<file path="src/sv/dsm_pkg.sv">
// Shared types and constants for the three-axis deadband smoother.
package dsm_pkg;

    localparam int NUM_AXES = 3;

    localparam logic signed [16:0] WRAP_POS = 17'sd30720;
    localparam logic signed [16:0] WRAP_NEG = -17'sd30720;
    localparam logic [16:0]        ALPHA_ONE = 17'd65536;

    localparam logic [16:0] ALPHA_RESET    = 17'd3277;
    localparam logic [15:0] DEADBAND_RESET = 16'd512;

    localparam logic [2:0] REG_ALPHA_ROLL     = 3'd0;
    localparam logic [2:0] REG_ALPHA_PITCH    = 3'd1;
    localparam logic [2:0] REG_ALPHA_YAW      = 3'd2;
    localparam logic [2:0] REG_DEADBAND_ROLL  = 3'd3;
    localparam logic [2:0] REG_DEADBAND_PITCH = 3'd4;
    localparam logic [2:0] REG_DEADBAND_YAW   = 3'd5;

    localparam logic signed [34:0] ROLL_OFFSET = 35'sd419430400;
    localparam logic signed [34:0] WIDE_OFFSET = 35'sd1509949440;
    localparam logic [31:0]        ROLL_LIMIT  = 32'd318767104;
    localparam logic [31:0]        WIDE_LIMIT  = 32'd3019898880;
    localparam logic [9:0]         ROLL_MUL    = 10'd1000;
    localparam logic [9:0]         WIDE_MUL    = 10'd100;
    localparam logic [16:0]        ROLL_RECIP  = 17'd55188;
    localparam logic [16:0]        WIDE_RECIP  = 17'd116508;
    localparam logic [4:0]         ROLL_DIV    = 5'd19;
    localparam logic [4:0]         WIDE_DIV    = 5'd9;
    localparam logic [11:0]        PULSE_BASE  = 12'd500;

    typedef enum logic { MAP_ROLL = 1'b0, MAP_WIDE = 1'b1 } map_kind_t;

    typedef struct packed {
        logic [NUM_AXES-1:0][16:0] alpha;
        logic [NUM_AXES-1:0][15:0] deadband;
    } cfg_t;

    typedef struct packed {
        logic guard;
        logic mul_lo;
        logic mul_hi;
        logic acc;
        logic clamp;
        logic scale;
        logic recip;
        logic fix;
    } lane_ctrl_t;

endpackage

</file>
<file path="src/sv/dsm_lane.sv">
// One axis lane: wrap guard, deadband hold, moving average and pulse map.
module dsm_lane
    import dsm_pkg::*;
#(
    parameter map_kind_t MAP = MAP_WIDE
)
(
    input  logic               clk,
    input  logic               rst_n,
    input  lane_ctrl_t         ctrl,
    input  logic signed [16:0] angle,
    input  logic [16:0]        alpha,
    input  logic [15:0]        deadband,
    output logic [11:0]        pulse_us
);

    localparam logic signed [34:0] OFFSET = (MAP == MAP_ROLL) ? ROLL_OFFSET : WIDE_OFFSET;
    localparam logic [31:0]        LIMIT  = (MAP == MAP_ROLL) ? ROLL_LIMIT  : WIDE_LIMIT;
    localparam logic [9:0]         MUL    = (MAP == MAP_ROLL) ? ROLL_MUL    : WIDE_MUL;
    localparam logic [16:0]        RECIP  = (MAP == MAP_ROLL) ? ROLL_RECIP  : WIDE_RECIP;
    localparam logic [4:0]         DIV    = (MAP == MAP_ROLL) ? ROLL_DIV    : WIDE_DIV;

    logic signed [15:0] held_reg;
    logic signed [15:0] held_next;
    logic signed [33:0] smooth_reg;
    logic signed [33:0] smooth_next;
    logic signed [34:0] diff_reg;
    logic signed [34:0] diff_next;
    logic [33:0]        p_lo_reg;
    logic signed [35:0] p_hi_reg;
    logic [31:0]        vc_reg;
    logic [14:0]        t_reg;
    logic [11:0]        qe_reg;
    logic [11:0]        pulse_reg;

    logic               wrap;
    logic signed [16:0] x_g;
    logic signed [17:0] d;
    logic [17:0]        d_abs;
    logic [16:0]        a_sat;
    logic signed [17:0] a_s;
    logic signed [17:0] dh_s;
    logic signed [52:0] total;
    logic signed [34:0] v;
    logic [31:0]        vc_next;
    logic [41:0]        prod;
    logic [31:0]        rp;
    logic [16:0]        qd;
    logic [16:0]        r;
    logic [11:0]        q;

    assign wrap  = (angle > WRAP_POS) || (angle < WRAP_NEG);
    assign x_g   = wrap ? {held_reg[15], held_reg} : angle;
    assign d     = {x_g[16], x_g} - {{2{held_reg[15]}}, held_reg};
    assign d_abs = d[17] ? 18'(-d) : d;

    always_comb
    begin
        held_next = held_reg;
        if (d_abs > {2'b00, deadband})
            held_next = x_g[15:0];
    end

    assign diff_next = {{3{held_next[15]}}, held_next, 16'd0} - {smooth_reg[33], smooth_reg};

    assign a_sat = (alpha > ALPHA_ONE) ? ALPHA_ONE : alpha;
    assign a_s   = {1'b0, a_sat};
    assign dh_s  = diff_reg[34:17];

    assign total       = {p_hi_reg, 17'd0} + {19'd0, p_lo_reg};
    assign smooth_next = smooth_reg + total[49:16];

    assign v = {smooth_reg[33], smooth_reg} + OFFSET;

    always_comb
    begin
        if (v[34])
            vc_next = 32'd0;
        else if (v > $signed({3'b000, LIMIT}))
            vc_next = LIMIT;
        else
            vc_next = v[31:0];
    end

    assign prod = 42'(vc_reg) * 42'(MUL);
    assign rp   = 32'(t_reg) * 32'(RECIP);
    assign qd   = 17'(qe_reg) * 17'(DIV);
    assign r    = {2'b00, t_reg} - qd;
    assign q    = (r >= 17'(DIV)) ? 12'(qe_reg + 12'd1) : qe_reg;

    always_ff @(posedge clk or negedge rst_n)
    begin
        if (!rst_n)
        begin
            held_reg   <= '0;
            smooth_reg <= '0;
        end
        else
        begin
            if (ctrl.guard)
                held_reg <= held_next;
            if (ctrl.acc)
                smooth_reg <= smooth_next;
        end
    end

    always_ff @(posedge clk)
    begin
        if (ctrl.guard)
            diff_reg <= diff_next;
        if (ctrl.mul_lo)
            p_lo_reg <= 34'(a_sat) * 34'(diff_reg[16:0]);
        if (ctrl.mul_hi)
            p_hi_reg <= a_s * dh_s;
        if (ctrl.clamp)
            vc_reg <= vc_next;
        if (ctrl.scale)
            t_reg <= prod[38:24];
        if (ctrl.recip)
            qe_reg <= rp[31:20];
        if (ctrl.fix)
            pulse_reg <= q + PULSE_BASE;
    end

    assign pulse_us = pulse_reg;

endmodule
</file>
<file path="config.mk">
export PLATFORM = sky130hd
export DESIGN_NAME = dsm_lane
export DESIGN_NICKNAME = d
export VERILOG_FILES = /design/src/sv/dsm_pkg.sv /design/src/sv/dsm_lane.sv
export SDC_FILE = /design/constraint.sdc
export NUM_CORES = 2
export LEC_CHECK = 0
export ABC_AREA = 0
export BUFFER_PORTS_ARGS = -buffer_cell sky130_fd_sc_hd__buf_4
export CORE_AREA = 2 2 243 305
export DETAILED_ROUTE_END_ITERATION = 8
export DIE_AREA = 0 0 245 307
export MAX_ROUTING_LAYER = met4
export PLACE_DENSITY = 0.71
export SETUP_SLACK_MARGIN = 0.02
export SLEW_MARGIN = 10
export SYNTH_ARGS = -nofsm -noshare
export SYNTH_HDL_FRONTEND = slang
export SYNTH_SLANG_ARGS = --single-unit
</file>
<file path="constraint.sdc">
create_clock -name clk -period 9.7 [get_ports clk]
set_input_delay 2.91 -clock clk [delete_from_list [all_inputs] [get_ports clk]]
set_output_delay 2.91 -clock clk [all_outputs]
set_load 0.05 [all_outputs]
</file>
### Yosys cells after proc, flatten, opt, wreduce, memory -nomap -nowiden

Cells that the tools add are included.

| storage, ports and cells | value |
|---|---|
| register bits | 223 |
| input bits | 60 |
| logic and storage cells | 38 |

| cells by class | value |
|---|---|
| add/subtract/negate cells | 9 |
| $mul | 5 |
| order comparisons | 6 |
| mux-type cells | 6 |
| reductions and logical operators | 2 |

Operators by type and width:

| kind | number |
|---|---|
| $add 50x34->50 | 1 |
| $mul 32x5->37 const B | 1 |
| $add 34x32->35 const B | 1 |
| $gt 35x33->1 const B | 1 |
| $sub 32x34->35 | 1 |
| $add 34x34->34 | 1 |
| $mul 17x17->34 | 1 |
| $mux 17 | 2 |
| $mul 18x18->33 | 1 |
| $mux 32 | 1 |
| $mul 15x15->30 const B | 1 |
| $gt 18x16->1 | 1 |
| $mux 18 | 1 |
| $neg 18->18 | 1 |
| $sub 17x16->18 | 1 |
| $ge 17x4->1 const B | 1 |
| $gt 17x16->1 const B | 1 |
| $gt 17x17->1 const B | 1 |
| $lt 17x16->1 const B | 1 |
| $sub 15x16->17 | 1 |
| $mul 12x4->16 const B | 1 |
| $mux 16 | 1 |
| $add 12x1->12 const B | 1 |
| $add 12x9->12 const B | 1 |
| other kinds (3) | 3 |

### Depth between registers and ports, before layout

| depth | value |
|---|---|
| word-level depth | 9 |
| mapped depth | 45 |
| depth with buffers taken out | 42 |

### Least setup slack after synthesis

Ideal clock, no wire load.

| timing path | value |
|---|---|
| kind | input to register |
| from | input angle[3] |
| to | register diff_reg[33] (data pin) |
| library setup time | 258 ps |
| arrival time | 10,338 ps |
| data required time | 9,442 ps |
| setup slack | -896 ps |
| stages | 43 |
| path buffers | 2 |
| cells stage by stage | nor4_1 > nand2_1 > nor4_1 > nor2_1 > nor3_1 > nor2_1 > clkbuf_1 > mux2_2 > ha_1 > nor2b_1 > o21a_1 > o21a_1 > o211a_1 > or4_1 > a311oi_2 > or2_1 > nand2_1 > xnor2_1 > (+7 left out) > o32ai_1 > a41oi_1 > o21ai_4 > buf_2 > nor2_1 > a21oi_1 > ha_1 > nor2b_1 > nand4_1 > o21bai_1 > a21o_1 > a21oi_1 > o311a_1 > nor2b_1 > o21ai_0 > nand2_1 > a221o_1 > xor2_1 |

| on the way | value |
|---|---|
| word-level cells in the longest chain between the ends | 9 |

RTL lines:

| what | RTL line | RTL |
|---|---|---|
| start: declaration | dsm_lane.sv:11 | `input logic signed [16:0] angle,` |
| $gt 17x16->1 / $lt 17x16->1 (equally long branches) | dsm_lane.sv:52 | `assign wrap = (angle > WRAP_POS) \|\| (angle < WRAP_NEG);` |
| $logic_or 1x1->1 | dsm_lane.sv:52 |  |
| $mux 17 (*) | dsm_lane.sv:53 | `assign x_g = wrap ? {held_reg[15], held_reg} : angle;` |
| $sub 17x16->18 | dsm_lane.sv:54 | `assign d = {x_g[16], x_g} - {{2{held_reg[15]}}, held_reg};` |
| $neg 18->18 | dsm_lane.sv:55 | `assign d_abs = d[17] ? 18'(-d) : d;` |
| $mux 18 | dsm_lane.sv:55 |  |
| $gt 18x16->1 | dsm_lane.sv:60 | `if (d_abs > {2'b00, deadband})` |
| $mux 16 (*) | dsm_lane.sv:60 |  |
| named net held_next[0] | dsm_lane.sv:24 | `logic signed [15:0] held_next;` |
| $sub 32x34->35 (*) | dsm_lane.sv:64 | `assign diff_next = {{3{held_next[15]}}, held_next, 16'd0} - {smooth_reg[33], smooth_reg};` |
| named net diff_next[33] | dsm_lane.sv:28 | `logic signed [34:0] diff_next;` |
| end signal: assignment | dsm_lane.sv:110 | `diff_reg <= diff_next;` |
| end: declaration | dsm_lane.sv:27 | `logic signed [34:0] diff_reg;` |

Mark *: on every way through the listed nets, which the timed path passes. The rest lies on a longest branch.
A chain may end at the register's enable or synchronous reset.

### Worst setup path in the final report

| timing path | value |
|---|---|
| from | input angle[0] |
| to | register diff_reg[34] (data pin) |

The elaborated chain is that of the path after synthesis.

==> results.sh <==
export IMPL_hold_start="held_reg[15]"
export IMPL_synthCells=4267
export IMPL_grt_pass1_wl_mm=166
export IMPL_antenna_found_initial=1
export IMPL_start_kind="primary input"
export IMPL_hpwl_mm=81.6
export IMPL_wl_met2_mm=52.3
export IMPL_globalplace_congestion=0.930
export IMPL_yosys_area_share_simple_pct=14.7
export IMPL_ys_ff_latch=207
export IMPL_die_width_microns=245
export IMPL_synth_edf_count=157
export IMPL_rsz0062_at_grt="yes"
export IMPL_drt_initial_drc_count=1686
export IMPL_synth_area_sq_um=39400
export IMPL_worst_r2r_cell_count=34
export IMPL_grt_max_degree=69
export IMPL_hold_viol=0
export IMPL_syn_area_per_cell_sq_um=9.24
export IMPL_grt_pass1_vias=32800
export IMPL_cp_slowest_cell="or4_4"
export IMPL_wirelength_met1_mm=38.2
export IMPL_drv_slew=0
export IMPL_synth_cell_type_count=94
export IMPL_ys_async_sr_fraction_pct=24.2
export IMPL_mostFrequentLayoutCell="inv_1"
export IMPL_areaGrowthSynthToFinish_pct=14.0
export IMPL_path_clk_slew_ns=0.06
export IMPL_fin_skew_ns=0.0128
export IMPL_clkLatencyLatePin_ns=0.55
export IMPL_fin_crit_sh_pct=105
export IMPL_dp_slack_ns=-1.06
export IMPL_synth_flop_cell="edfxtp_1"
export IMPL_worst_pin_slew_ns=0.952
export IMPL_grt_usage_pct=28.4
export IMPL_yosys_area_share_adder_pct=45.5
export IMPL_syn_nets=5431
export IMPL_slowest_delay_ns=0.48
export IMPL_outcome="complete, but fails checks"
export IMPL_insertedDiodeCount=0
export IMPL_worstPathArrival_ns=10.55
export IMPL_viasPerCell=5.56
export IMPL_cts_sinks=207
export IMPL_rows=111
export IMPL_ctsHtreeMaxLevel=1
export IMPL_muxShareOfSynthArea_pct=1.41
export IMPL_synth_compound_area_share_pct=8.56
export IMPL_final_cell_mix="inv_1 (847), fa_1 (544), ha_1 (540)"
export IMPL_worst_ep_required_time_ns=10.07
export IMPL_finalSetupTns_ns=-2.42
export IMPL_post_drt_wl_per_cell_microns=18.1
export IMPL_io_buffers=71
export IMPL_crit_path_start="angle[0]"
export IMPL_synth_top_family_by_area="adder cells"
export IMPL_clockRootBuffer="clkbuf_16"
export IMPL_r2r_start="held_reg[1]"
export IMPL_cts_tree="yes"
export IMPL_synth_xor_area_share_pct=4.82
export IMPL_pin_count=72
export IMPL_cap_violations=0
export IMPL_layout_drive_gt1_share_pct=14.4
export IMPL_numCtsBuffers=25
export IMPL_yosysSeqAreaShare_pct=15.1
export IMPL_nNetsFinal=5738
export IMPL_hold_class="reg2reg"
export IMPL_period_needed_ns=10.18
export IMPL_final_cell_area_sq_um=44900
export IMPL_relSlewSlack_pct=36.5
export IMPL_post_route_drc_count=0
export IMPL_grt_overflow=0
export IMPL_violations="setup timing"
export IMPL_worst_setup_path_end_kind="register"
export IMPL_cpMostUsedCell="a21o_1"
export IMPL_start_util_pct=54.3
export IMPL_setup_slack_ns=-0.482
export IMPL_cts_buffer_depth=3
export IMPL_largest_reg_flops=35
export IMPL_design_core_area_sq_um=72600
export IMPL_top_layer="met4"
export IMPL_first_pass_iters=6
export IMPL_dpl_cell_area_sq_um=43200
export IMPL_min_delay_path_depth=1
export IMPL_critical_path_class="in2reg"
export IMPL_totalWireLength_mm=101
export IMPL_die_height_microns=307
export IMPL_max_freq_mhz=98.2
export IMPL_yosys_warnings=0
export IMPL_dieArea_sq_um=75200
export IMPL_cp_max_fo=6
export IMPL_wl_met3_mm=4.79
export IMPL_setup_viol=9
export IMPL_final_antenna_net_count=0
export IMPL_vias=30800
==> through the flow <==
stage / utilization (%) / hold slack (ns) / cells
after detailed placement: 59.5 / 0.536 / 5482
after CTS: 61.2 / 0.553 / 5538
after global placement: 59.5 / 0.532 / 5482
final: 61.9 / 0.556 / 5552
after floorplan: - / 0.505 / 4267
after global routing: 61.9 / 0.592 / 5552
==> Yosys cell counts, drive strengths merged, types with 15 or more instances <==
| master | count | area, sq um |
|---|---|---|
| ha | 552 | 6910 |
| nand4 | 22 | 138 |
| nor2b | 39 | 244 |
| a211oi | 23 | 173 |
| a21oi | 138 | 691 |
| o211ai | 15 | 118 |
| nand3 | 65 | 325 |
| nand2b | 40 | 250 |
| nor3 | 53 | 265 |
| nor4 | 22 | 138 |
| a31oi | 16 | 115 |
| mux2 | 42 | 477 |
| and3 | 182 | 1140 |
| a21o | 56 | 424 |
| nand2 | 461 | 1730 |
| dfrtp | 50 | 1250 |
| inv | 856 | 3210 |
| clkbuf | 137 | 514 |
| xnor2 | 154 | 1350 |
| fa | 552 | 11100 |
| buf | 18 | 115 |
| o21ai | 100 | 516 |
| o21a | 29 | 218 |
| nor2 | 128 | 480 |
| edfxtp | 157 | 4710 |
| and2 | 126 | 788 |
| xor2 | 63 | 552 |
==> timing repair <==
action                                  in CTS  in global routing
endpoints found under the setup margin      28                 36
gates cloned                                 0                  0
hold buffers                                 0                  0
pin swaps                                   45                 74
endpoints found under the hold margin        0                  0
buffers inserted                            16                 20
resized for setup                           51                104
==> cell type report <==
type                    count  area [sq um]
multi-input cells        3048         30200
fillers                  6074         27700
flip-flops and latches    207          5970
repair buffers            436          3500
inverters                 856          3220
well taps                 960          1200
clock buffers              35           693
clock inverters            10           128
==> per-layer routing <==
layer	vias to the layer above	GRT usage, %
li1	14400	-
met1	15300	32.7
met2	882	50.3
met3	293	2.52
met4	0	12.8
met5	-	-
==> logic make-up (layout without fill, tap and decap cells) <==
group,Yosys count,in the layout
flops,207,207
buf+inv,1012,1337
xor+xnor,217,217
compound gates,499,499
simple gates,1178,1178
mux,50,50
fa+ha+maj,1104,1104
==> path summary, 6_finish.rpt <==
check,end,slack (ns)
min reg2reg,held_reg[15],0.56
max reg2reg,diff_reg[34],2.47
min in group asynchronous,held_reg[0],2.42
min,held_reg[15],0.56
max in group asynchronous,smooth_reg[14],6.79
max,diff_reg[34],-0.48
==> worst max-delay path, delay by kind of cell <==
kind	cells	cell delay, ns
compound gates	20	3.41
mux	2	0.58
fa+ha+maj	3	0.70
buf+inv	5	0.77
simple gates	13	2.02
xor+xnor	1	0.13
Power is left out: the tool's default activity adds up to more than one toggle a clock period on the data nets, which glitch-free logic cannot reach.
