--- src/sv/dsm_pkg.sv ---
// Shared types and constants for the three-axis deadband smoother.
package dsm_pkg;

    localparam int NUM_AXES = 3;

    localparam logic signed [16:0] WRAP_POS = 17'sd30720;
    localparam logic signed [16:0] WRAP_NEG = -17'sd30720;
    localparam logic [16:0]        ALPHA_ONE = 17'd65536;

    localparam logic [16:0] ALPHA_RESET    = 17'd3277;
    localparam logic [15:0] DEADBAND_RESET = 16'd512;

    localparam logic [2:0] REG_ALPHA_ROLL     = 3'd0;
    localparam logic [2:0] REG_ALPHA_PITCH    = 3'd1;
    localparam logic [2:0] REG_ALPHA_YAW      = 3'd2;
    localparam logic [2:0] REG_DEADBAND_ROLL  = 3'd3;
    localparam logic [2:0] REG_DEADBAND_PITCH = 3'd4;
    localparam logic [2:0] REG_DEADBAND_YAW   = 3'd5;

    localparam logic signed [34:0] ROLL_OFFSET = 35'sd419430400;
    localparam logic signed [34:0] WIDE_OFFSET = 35'sd1509949440;
    localparam logic [31:0]        ROLL_LIMIT  = 32'd318767104;
    localparam logic [31:0]        WIDE_LIMIT  = 32'd3019898880;
    localparam logic [9:0]         ROLL_MUL    = 10'd1000;
    localparam logic [9:0]         WIDE_MUL    = 10'd100;
    localparam logic [16:0]        ROLL_RECIP  = 17'd55188;
    localparam logic [16:0]        WIDE_RECIP  = 17'd116508;
    localparam logic [4:0]         ROLL_DIV    = 5'd19;
    localparam logic [4:0]         WIDE_DIV    = 5'd9;
    localparam logic [11:0]        PULSE_BASE  = 12'd500;

    typedef enum logic { MAP_ROLL = 1'b0, MAP_WIDE = 1'b1 } map_kind_t;

    typedef struct packed {
        logic [NUM_AXES-1:0][16:0] alpha;
        logic [NUM_AXES-1:0][15:0] deadband;
    } cfg_t;

    typedef struct packed {
        logic guard;
        logic mul_lo;
        logic mul_hi;
        logic acc;
        logic clamp;
        logic scale;
        logic recip;
        logic fix;
    } lane_ctrl_t;

endpackage

--- src/sv/dsm_regs.sv ---
// Configuration register file behind the APB-style port.
module dsm_regs
    import dsm_pkg::*;
(
    input  logic        clk,
    input  logic        rst_n,
    input  logic        psel,
    input  logic        penable,
    input  logic        pwrite,
    input  logic [4:0]  paddr,
    input  logic [31:0] pwdata,
    output logic [31:0] prdata,
    output logic        pready,
    output cfg_t        cfg
);

    cfg_t       cfg_reg;
    cfg_t       cfg_next;
    logic       wr_en;
    logic [2:0] idx;

    assign pready = 1'b1;
    assign wr_en  = psel && penable && pwrite && pready;
    assign idx    = paddr[4:2];
    assign cfg    = cfg_reg;

    always_comb
    begin
        cfg_next = cfg_reg;
        if (wr_en)
        begin
            case (idx)
                REG_ALPHA_ROLL:     cfg_next.alpha[0]    = pwdata[16:0];
                REG_ALPHA_PITCH:    cfg_next.alpha[1]    = pwdata[16:0];
                REG_ALPHA_YAW:      cfg_next.alpha[2]    = pwdata[16:0];
                REG_DEADBAND_ROLL:  cfg_next.deadband[0] = pwdata[15:0];
                REG_DEADBAND_PITCH: cfg_next.deadband[1] = pwdata[15:0];
                REG_DEADBAND_YAW:   cfg_next.deadband[2] = pwdata[15:0];
                default:            cfg_next = cfg_reg;
            endcase
        end
    end

    always_comb
    begin
        case (idx)
            REG_ALPHA_ROLL:     prdata = {15'd0, cfg_reg.alpha[0]};
            REG_ALPHA_PITCH:    prdata = {15'd0, cfg_reg.alpha[1]};
            REG_ALPHA_YAW:      prdata = {15'd0, cfg_reg.alpha[2]};
            REG_DEADBAND_ROLL:  prdata = {16'd0, cfg_reg.deadband[0]};
            REG_DEADBAND_PITCH: prdata = {16'd0, cfg_reg.deadband[1]};
            REG_DEADBAND_YAW:   prdata = {16'd0, cfg_reg.deadband[2]};
            default:            prdata = 32'd0;
        endcase
    end

    always_ff @(posedge clk or negedge rst_n)
    begin
        if (!rst_n)
        begin
            for (int k = 0; k < NUM_AXES; k++)
            begin
                cfg_reg.alpha[k]    <= ALPHA_RESET;
                cfg_reg.deadband[k] <= DEADBAND_RESET;
            end
        end
        else
        begin
            cfg_reg <= cfg_next;
        end
    end

endmodule

--- config.mk ---
export PLATFORM = sky130hd
export DESIGN_NAME = dsm_regs
export DESIGN_NICKNAME = d
export VERILOG_FILES = /design/src/sv/dsm_pkg.sv /design/src/sv/dsm_regs.sv
export SDC_FILE = /design/constraint.sdc
export NUM_CORES = 1
export LEC_CHECK = 0
export BUFFER_PORTS_ARGS = -buffer_cell sky130_fd_sc_hd__buf_2
export CAP_MARGIN = 20
export CORE_ASPECT_RATIO = 0.5
export CORE_UTILIZATION = 54
export CTS_CLUSTER_SIZE = 20
export DETAILED_ROUTE_END_ITERATION = 12
export PLACE_DENSITY_LB_ADDON = 0.08
export SYNTH_ARGS = -nofsm -noshare
export SYNTH_HDL_FRONTEND = slang
export SYNTH_SLANG_ARGS = --single-unit
export TNS_END_PERCENT = 20
--- constraint.sdc ---
create_clock -name clk -period 1.87 [get_ports clk]
set_input_delay 0.187 -clock clk [delete_from_list [all_inputs] [get_ports clk]]
set_output_delay 0.187 -clock clk [all_outputs]
set_load 0.01 [all_outputs]
-- Word level (Yosys, flattened, before mapping)
Cells that the tools add are included.
- register bits after elaboration: 99
- input port bits: 42
- output and inout bits: 132
- eq/ne operators: 5
- muxes and demuxes: 1
- reductions and logical operators: 9
- operators with widths (cell ; number):
    $pmux 17 s6 ; 1
    $reduce_and 2->1 ; 6
    $eq 3x2->1 const B ; 2
    $eq 3x3->1 const B ; 2
    $eq 3x1->1 const B ; 1
    $logic_not 3->1 ; 1
    $logic_and 1x1->1 ; 2

-- Logic depth before layout (Yosys ltp)
Gate-level depths: netlist of run 1.
- word-level depth: 3
- mapped depth: 6
- gate-level depth less buffers: 3

-- Least setup slack after synthesis of run 1
Ideal clock, no wire load.
- kind: input -> register
- start point: input port paddr[4]
- end point: register cfg_reg, in the netlist cfg[73]
- library setup time: 0.125 ns
- arrival time: 1.385 ns
- setup slack: 0.360 ns
- stages: 5
- buffers on the path: 2
- path through: buf_2 nand2b_1 nor2_2 buf_4 mux2_2
- cells in the longest elaborated chain, start to end: 2
- ends and longest elaborated chain (item ; RTL line ; RTL):
    start: declaration ; dsm_regs.sv:10 ; input logic [4:0] paddr,
    $eq 3x1->1 ; dsm_regs.sv:32 ; case (idx)
    $reduce_and 2->1 (no line) ; - ;
    end signal: assignment ; dsm_regs.sv:69 ; cfg_reg <= cfg_next;
    end: declaration ; dsm_regs.sv:17 ; cfg_t cfg_reg;
No other way between the ends.
A chain may end at the register's enable or synchronous reset.

-- Final worst setup path of run 1
- start point: register cfg_reg, in the netlist cfg[52]
- end point: output port prdata[4]
- cells in the longest elaborated chain, start to end: 1
- ends and longest elaborated chain (item ; RTL line ; RTL):
    $pmux 17 s6 ; dsm_regs.sv:46 ; case (idx)
    end: declaration ; dsm_regs.sv:12 ; output logic [31:0] prdata,
No other way between the ends.

==> results of run 1 <==
[cell usage in the layout (no fill, tap or decap), types with 2 or more instances in the layout]
cell and n:
dfrtp_1 75, mux2_2 111, buf_12 4, bufinv_16 2, nor2_2 3, clkinv_2 3, nand2b_1 2, buf_2 139
a221oi_1 9, buf_4 21, clkbuf_16 9, a31oi_1 9, and3b_1 4, nand2_1 23, mux2i_1 14, conb_1 16
or3_1 4, mux2_4 9, o221ai_1 6, a21oi_1 5, dfstp_2 24, nor3_4 2
[power breakdown]
group	internal, mW	total [mW]	switching [mW]
clock network	1.20	1.98	0.783
registers	2.64	2.96	0.325
logic	0.857	1.65	0.797
[through the flow]
| stage | utilization | worst slack, ns |
|---|---|---|
| finish | 0.725 | 0.135 |
| global route | 0.725 | 0.0304 |
| CTS | 0.725 | 0.127 |
| detailed placement | 0.685 | 0.206 |
| global placement | 0.685 | 0.247 |
| floorplan | - | 0.360 |
[critical path, delay by kind of cell, from the launching register on]
| kind | cells | cell delay [ns] |
|---|---|---|
| flops | 1 | 0.40 |
| compound gates | 2 | 0.38 |
| mux | 1 | 0.27 |
| buf+inv | 1 | 0.15 |
[cells by family (layout without fill, tap and decap cells)]
group | count (synthesis) | in the layout | synth area share
mux | 135 | 135 | 0.321
flops | 99 | 99 | 0.524
simple gates | 44 | 44 | 0.0523
buf+inv | 39 | 182 | 0.0523
compound gates | 32 | 32 | 0.0489
other cells | 2 | 16 | 0.00157
[worst paths after layout]
kind                             from         to  slack [ns]  depth (start not counted)
setup reg to reg              cfg[29]    cfg[29]        1.07                          1
hold reg to reg               cfg[96]    cfg[96]        0.53                          1
max in group asynchronous       rst_n    cfg[67]        0.79                          3
min in group asynchronous       rst_n    cfg[94]        0.40                          2
setup / recovery              cfg[52]  prdata[4]        0.13                          4
hold / removal             pwdata[16]    cfg[64]        0.10                          2
[layout make-up]
cell class | count | share of cell area
tap | 112 | 0.0233
timing repair buffer | 165 | 0.157
multi-input combinational | 227 | 0.349
sequential | 99 | 0.417
clock inverter | 6 | 0.0131
clock buffer | 10 | 0.0398
inverter | 1 | 0.000625
[metal layers]
layer  global-route usage  part of all wire
met4               0.0843             0.014
met3               0.0738             0.056
met5                    0                 0
met2                0.471              0.47
met1                0.355              0.46
[timing repair]
item	CTS	global route
hold buffers	1	0
gates resized for setup	0	0
endpoints found under the hold margin	34	0
==> flow_summary.toml, run 1 <==
[worst_setup_path]
crit_path_max_fanout = 3
start_kind = "flop"
crit_slowest_cell = "dfrtp_1"
critical_path_required_ns = 1.68
critical_path_class = "flop to primary output"
crit_chain = "mux2_2, a221oi_1, a31oi_1, buf_2"
end_kind = "primary output"
arrival_ns = 1.55
slowest_delay_ns = 0.40

[clock_tree]
cts_tree = "done"
clkSlewWorstSetupHoldPaths_ns = 0.07
clock-sinks = 99
clock_latency_ns = 0.34
cts-root-buf = "clkbuf_16"
cts_max_level = 3
post_cts_buffers = 0
cts_buffer_depth = 2
cts_buffers = 9

[logic_synthesis]
synth_area_leaders = "dfrtp_1 39%, mux2_2 26%, dfstp_2 13%"
synth_cell_types = 32
yosysTopAreaCellShare = 0.392
synth_area_um2 = 4790
yosysMostFrequentCell = "mux2_2"
yosys.area.top_type = "dfrtp_1"
syn_inst = 351
synth_common_cells = "111 x mux2_2, 75 x dfrtp_1, 24 x dfstp_2, 23 x nand2_1, 21 x buf_4"
avgSynthCellArea_um2 = 13.6
synth_ff_type = "dfrtp_1"
synth_edf_count = 0
async_flop_share = 1.00
ys_seq_area_frac = 0.524
yosysWarnings = 0
synth-seq-cells = 99

[routing]
totalWireLength_mm = 12.0
wl_per_cell_um = 19.4
postRouteAntennaNets = 0
firstDrtPassIters = 4
drt-initial-drc-count = 126
drc = 0
via_count = 3467
viasPerCell = 5.59

[die]
start_util = 0.577
die_x_um = 135
io_pins = 174
die_area_um2 = 9270
floorplan.rows = 23
die_height_um = 68.6
core_um2 = 8290

[cells_and_area]
n_antenna_cell = 0
instances_no_fill = 620
fill_cells = 579
nets = 545
drive_above_1_share = 0.650
multi_input_area_um2 = 2090
area_growth_pct = 25.5
largest_register_ffs = 99
seqCellArea_um2 = 2510
finish.instance_area_um2 = 6010

[grt]
antenna_found_initial = 0
grt_pass1_wl_mm = 18.9
grt_usage = 0.277
grt_max_degree = 46
grt_overflow = 0
grt_pass1_vias = 3576

[place]
dp_hpwl_mm = 8.82
gp_congestion = 0.808
dp_cells = 603
io_buffers = 140
placed_area_um2 = 5680

[power]
total_power_mw = 6.60
leakage_nw = 3.03
powerDensity_nw_per_um2 = 1100
irDropWorstVdd_mv = 0.777

[timing]
hold_violations = 0
setup_viol = 0
clock.fmax_ghz = 0.576
slew_headroom = 0.587
hold_slack_ns = 0.104
min_period_ns = 1.74
period_share = 0.928
tightest_slew_ns = 0.619
maxSlewViolCount = 0
rsz0062_at_grt = "no"
skew_ns = 0
setup_tns_ns = 0

[outcome]
outcome = "complete, no violations"

[min_path]
hp-class = "input port to flop"

[job]
cap_violations = 0
No activity file was read; power rests on OpenSTA's default activity.
==> run 2: changes to the inputs <==
==> constraint.sdc (replaced) <==
create_clock -name clk -period 1.87 [get_ports clk]
set_input_delay 0.374 -clock clk [delete_from_list [all_inputs] [get_ports clk]]
set_output_delay 0.374 -clock clk [all_outputs]
set_load 0.01 [all_outputs]
==> run 2 against run 1 <==
Compared with the run above: the run now ends with setup timing left; sequential power barely moved; core utilization rose by 1.9 points; clock skew did not move; critical path depth rose by 2; total power rose by 1.8%; combinational power rose by 2%; sequential share of layout area fell by 1.1 points; non-clock buffer count rose by 13; hold slack improved by 0.20 ns; worst setup slack got worse by 0.16 ns; register-to-register slack got worse by 0.03 ns; final area rose by 2.7%.
==> flow_summary.toml, run 2 (synthesis results as in run 1) <==
[timing]
setup_tns_ns = -0.0221
setup_viol = 1
skew_ns = 0
rsz0062_at_grt = "yes"
clock.fmax_ghz = 0.529
maxSlewViolCount = 0
hold_violations = 0
hold_slack_ns = 0.305
min_period_ns = 1.89
period_share = 1.01
setup_ws_ns = -0.0221

[worst_setup_path]
critical_path_class = "input port to primary output"
arrival_ns = 1.52
cp-startpoint = "paddr[3]"
reg2reg_depth = 1
start_kind = "input port"
end_kind = "primary output"
r2r-end = "cfg[63]"
crit_path_max_fanout = 12
critical_path_required_ns = 1.50
cp-endpoint = "prdata[10]"
r2r_slack_ns = 1.04
r2r-start = "cfg[63]"

[cells_and_area]
largest_register_ffs = 99
finalCoreUtilization = 0.744
area_growth_pct = 28.9
fill_cells = 572
nets = 558
mostFrequentLayoutCells = "138 x buf_2, 111 x mux2_2, 75 x dfrtp_1, 34 x buf_4, 24 x dfstp_2"
final_common_cell = "buf_2"
n_antenna_cell = 0
drive_above_1_share = 0.668

[clock_tree]
cts-root-buf = "clkbuf_16"
cts_max_level = 3
clkSlewWorstSetupHoldPaths_ns = 0.06
cts_buffer_depth = 2
clock-sinks = 99
cts_buffers = 9
clock_latency_ns = 0.33
cts_tree = "done"

[die]
io_pins = 174
floorplan.rows = 23
die_x_um = 135
die_height_um = 68.6
core_um2 = 8290
die_area_um2 = 9270
start_util = 0.577

[power]
leakage_nw = 3.11
pwr-share-seq = 0.442
comb_power_share = 0.251
p_sw_mw = 1.89
irDropWorstVdd_mv = 0.726
p_sw_frac = 0.281
powerDensity_nw_per_um2 = 1090
p_int_mw = 4.83
p_clk_frac = 0.307

[grt]
grt_overflow = 0
grt_pass1_wl_mm = 18.3
grt_pass1_vias = 3448
grt_usage = 0.270
grt_max_degree = 45
antenna_found_initial = 0

[place]
io_buffers = 140
gp_congestion = 0.824
dp_hpwl_mm = 8.77

[routing]
viasPerCell = 5.56
firstDrtPassIters = 4
wl_per_cell_um = 19.2
drt-initial-drc-count = 142
totalWireLength_mm = 12.1
drc = 0
postRouteAntennaNets = 0
via_count = 3519

[min_path]
hp-class = "input port to flop"

[job]
cap_violations = 0

[outcome]
violations = "setup timing"
outcome = "finished, violations left"
run 2: changes by cell type in the layout (fill, tap and decap cells not counted), sizes merged:
cell / before / now
buf: 164 / 177
clkinv: 4 / 0
clkbuf: 10 / 13
bufinv: 2 / 3
run 2: final cells by class:
| cell class | count | area (µm²) | share of cell area |
|---|---|---|---|
| multi-input cells | 227 | 2140 | 0.347 |
| clock buffers | 13 | 240 | 0.0390 |
| flip-flops and latches | 99 | 2510 | 0.407 |
| clock inverters | 3 | 90.1 | 0.0146 |
| repair buffers | 178 | 1050 | 0.170 |
| inverters | 1 | 3.75 | 0.000609 |
| well taps | 112 | 140 | 0.0227 |
run 2: worst min-delay path by stage:
stage / startpoint / end / slack, ns / cells after the start
6_report: pwdata[16] / cfg[64] / 0.31 / 2
5_1_grt: pwdata[16] / cfg[64] / 0.29 / 2
4_1_cts: pwdata[16] / cfg[64] / 0.29 / 2
3_5_place_dp: rst_n / cfg[6] / 0.32 / 1
3_3_place_gp: rst_n / cfg[6] / 0.30 / 1
2_1_floorplan: rst_n / cfg[0] / 0.08 / 0
run 2: critical path, stage by stage:
cell      delay (ns)
buf_2           0.14
buf_12          0.15
mux2_2          0.35
a221oi_2        0.29
a31oi_1         0.06
buf_2           0.14
run 2: metrics by stage:
step                      setup WS [ns]  cell area, µm²  instances  power, mW
after floorplan                 0.00374            4840        365       3.89
after global placement          -0.0199            5780        616       4.59
after detailed placement        -0.0503            5780        616       4.66
after CTS                      0.000915            6130        633       6.74
after global routing            -0.0664            6170        633       7.04
final                           -0.0221            6170        633       6.72
run 2: metal layers:
metal / wire length [µm] / vias up / global-route usage
met3: 677 / 8 / 0.0709
met1: 5470 / 1815 / 0.341
met2: 5910 / 110 / 0.468
met5: 0 / - / 0
met4: 76 / 0 / 0.0801
li1: - / 1586 / -
run 2: timing repair:
action	in CTS	in global routing
pin swaps	0	1
endpoints found under the hold margin	19	0
endpoints found under the setup margin	5	12
hold buffers	1	0
buffers inserted	0	0
resized for setup	3	8
run 2: power groups by stage:
stage          logic, mW  clock network (mW)  registers (mW)
6_report            1.69                2.06            2.97
5_1_grt             1.82                2.19            3.03
4_1_cts             1.69                2.09            2.96
3_5_place_dp        1.67                   0            2.99
3_3_place_gp        1.63                   0            2.95
2_1_floorplan      0.750                   0            3.14
==> run 3: changes to the inputs <==
Settings changed: ABC_CLOCK_PERIOD_IN_PS from default to 1600, CORE_UTILIZATION 54 to 30.
Clock period 1.87 ns to 1.6 ns, I/O delays scaled along.
==> run 3 against run 2 <==
Compared with the run above: the run still ends with setup timing left; via count fell by 0.11%; critical path depth fell by 2; count of clock-buffer cells in the layout fell by 1; non-clock buffer count rose by 13; register-to-register slack got worse by 0.34 ns; routed wire length rose by 12%; critical path type is now flop to primary output.
==> flow_summary.toml, run 3 (synthesis results as in run 1) <==
[cells_and_area]
area_growth_pct = 36.0
instances_no_fill = 738
drive_above_1_share = 0.702
nets = 571
final_common_cell = "buf_2"
largest_register_ffs = 99
mostFrequentLayoutCells = "136 x buf_2, 106 x mux2_2, 75 x dfrtp_1, 41 x buf_4, 24 x dfstp_2"
seqCellArea_um2 = 2510
fill_cells = 1526
n_antenna_cell = 0
multi_input_area_um2 = 2210
finalCoreUtilization = 0.420

[clock_tree]
cts_buffers = 9
clock_latency_ns = 0.33
cts_tree = "done"
cts-root-buf = "clkbuf_16"
clkSlewWorstSetupHoldPaths_ns = 0.07
cts_buffer_depth = 2
clock-sinks = 99
cts_max_level = 3

[timing]
skew_ns = 0
period_share = 1.10
min_period_ns = 1.77
setup_viol = 16
setup_tns_ns = -1.91
setup_ws_ns = -0.168
hold_slack_ns = 0.254
maxSlewViolCount = 0
hold_violations = 0
rsz0062_at_grt = "yes"
clock.fmax_ghz = 0.566

[routing]
wl_per_cell_um = 18.3
postRouteAntennaNets = 0
viasPerCell = 4.76
totalWireLength_mm = 13.5
via_count = 3515
drc = 0
firstDrtPassIters = 4
drt-initial-drc-count = 111

[worst_setup_path]
crit_path_max_fanout = 2
r2r-end = "cfg[63]"
cp-startpoint = "cfg[97]"
slowest_delay_ns = 0.38
end_kind = "primary output"
r2r_slack_ns = 0.70
start_kind = "flop"
cp-endpoint = "prdata[15]"
reg2reg_depth = 2
arrival_ns = 1.45
r2r-start = "cfg[63]"
worst-path-stages = 4
crit_slowest_cell = "dfrtp_1"
crit_chain = "mux2_2, a221oi_2, a31oi_1, buf_2"
cp_num_buf_inv = 1
critical_path_class = "flop to primary output"
critical_path_required_ns = 1.28
cp_top_family = "flip-flops"

[min_path]
hp-class = "input port to flop"

[grt]
grt_usage = 0.169
grt_pass1_vias = 3475
grt_overflow = 0
antenna_found_initial = 0
grt_max_degree = 47
grt_pass1_wl_mm = 20.9

[power]
total_power_mw = 7.87
irDropWorstVdd_mv = 0.451
leakage_nw = 3.22
powerDensity_nw_per_um2 = 1210

[outcome]
violations = "setup timing"
outcome = "finished, violations left"

[place]
dp_hpwl_mm = 9.88
gp_congestion = 0.736
dp_cells = 709
io_buffers = 140

[job]
cap_violations = 0

[die]
die_x_um = 181
die_height_um = 91.3
start_util = 0.309
io_pins = 174
core_um2 = 15500
floorplan.rows = 32
die_area_um2 = 16500
[run 3: metal layers]
metal,part of all wire,GRT usage
met1,0.50,0.244
met2,0.44,0.251
met3,0.051,0.0437
met4,0.0061,0.0370
met5,0,0
[run 3: how the worst min path moves through the flow]
| stage | startpoint | end | slack, ns | cells after the start |
|---|---|---|---|---|
| final | pwdata[16] | cfg[64] | 0.25 | 2 |
| after global routing | pwdata[16] | cfg[64] | 0.25 | 2 |
| after CTS | pwdata[16] | cfg[64] | 0.25 | 2 |
| after detailed placement | rst_n | cfg[34] | 0.20 | 1 |
| after global placement | rst_n | cfg[34] | 0.20 | 1 |
| after floorplan | rst_n | cfg[0] | 0.02 | 0 |
[run 3: worst reg2reg max path: cells and delay by family, from the launching register on]
family                 cells  cell delay (ns)
buffers and inverters      1             0.13
multiplexers               1             0.28
flip-flops                 1             0.38
[run 3: through the flow]
| stage | instance area [µm²] | worst slack, ns |
|---|---|---|
| 3_3_place_gp | 5950 | -0.216 |
| 3_5_place_dp | 5950 | -0.215 |
| 4_1_cts | 6410 | -0.175 |
| 5_1_grt | 6510 | -0.247 |
| 2_1_floorplan | 4850 | -0.0427 |
| 6_report | 6510 | -0.168 |
[run 3: what timing repair did]
item	CTS	global route
endpoints found under the setup margin	17	17
setup buffers	9	3
hold buffers	1	0
endpoints found under the hold margin	8	0
gates resized for setup	16	17
pin swaps	8	4
[run 3: power breakdown]
group	leakage [nW]	total, mW	switching [mW]	internal (mW)
Sequential	1.21	3.45	0.373	3.08
Combinational	1.86	2.13	0.985	1.15
Clock	0.154	2.28	0.969	1.31
Total	3.22	7.87	2.33	5.54
[run 3: area by class of cell]
cell class | instances | share of cell area
sequential | 99 | 0.385
multi-input combinational | 227 | 0.340
timing repair buffer | 191 | 0.187
clock buffer | 12 | 0.0394
tap | 204 | 0.0392
clock inverter | 4 | 0.00865
inverter | 1 | 0.000577
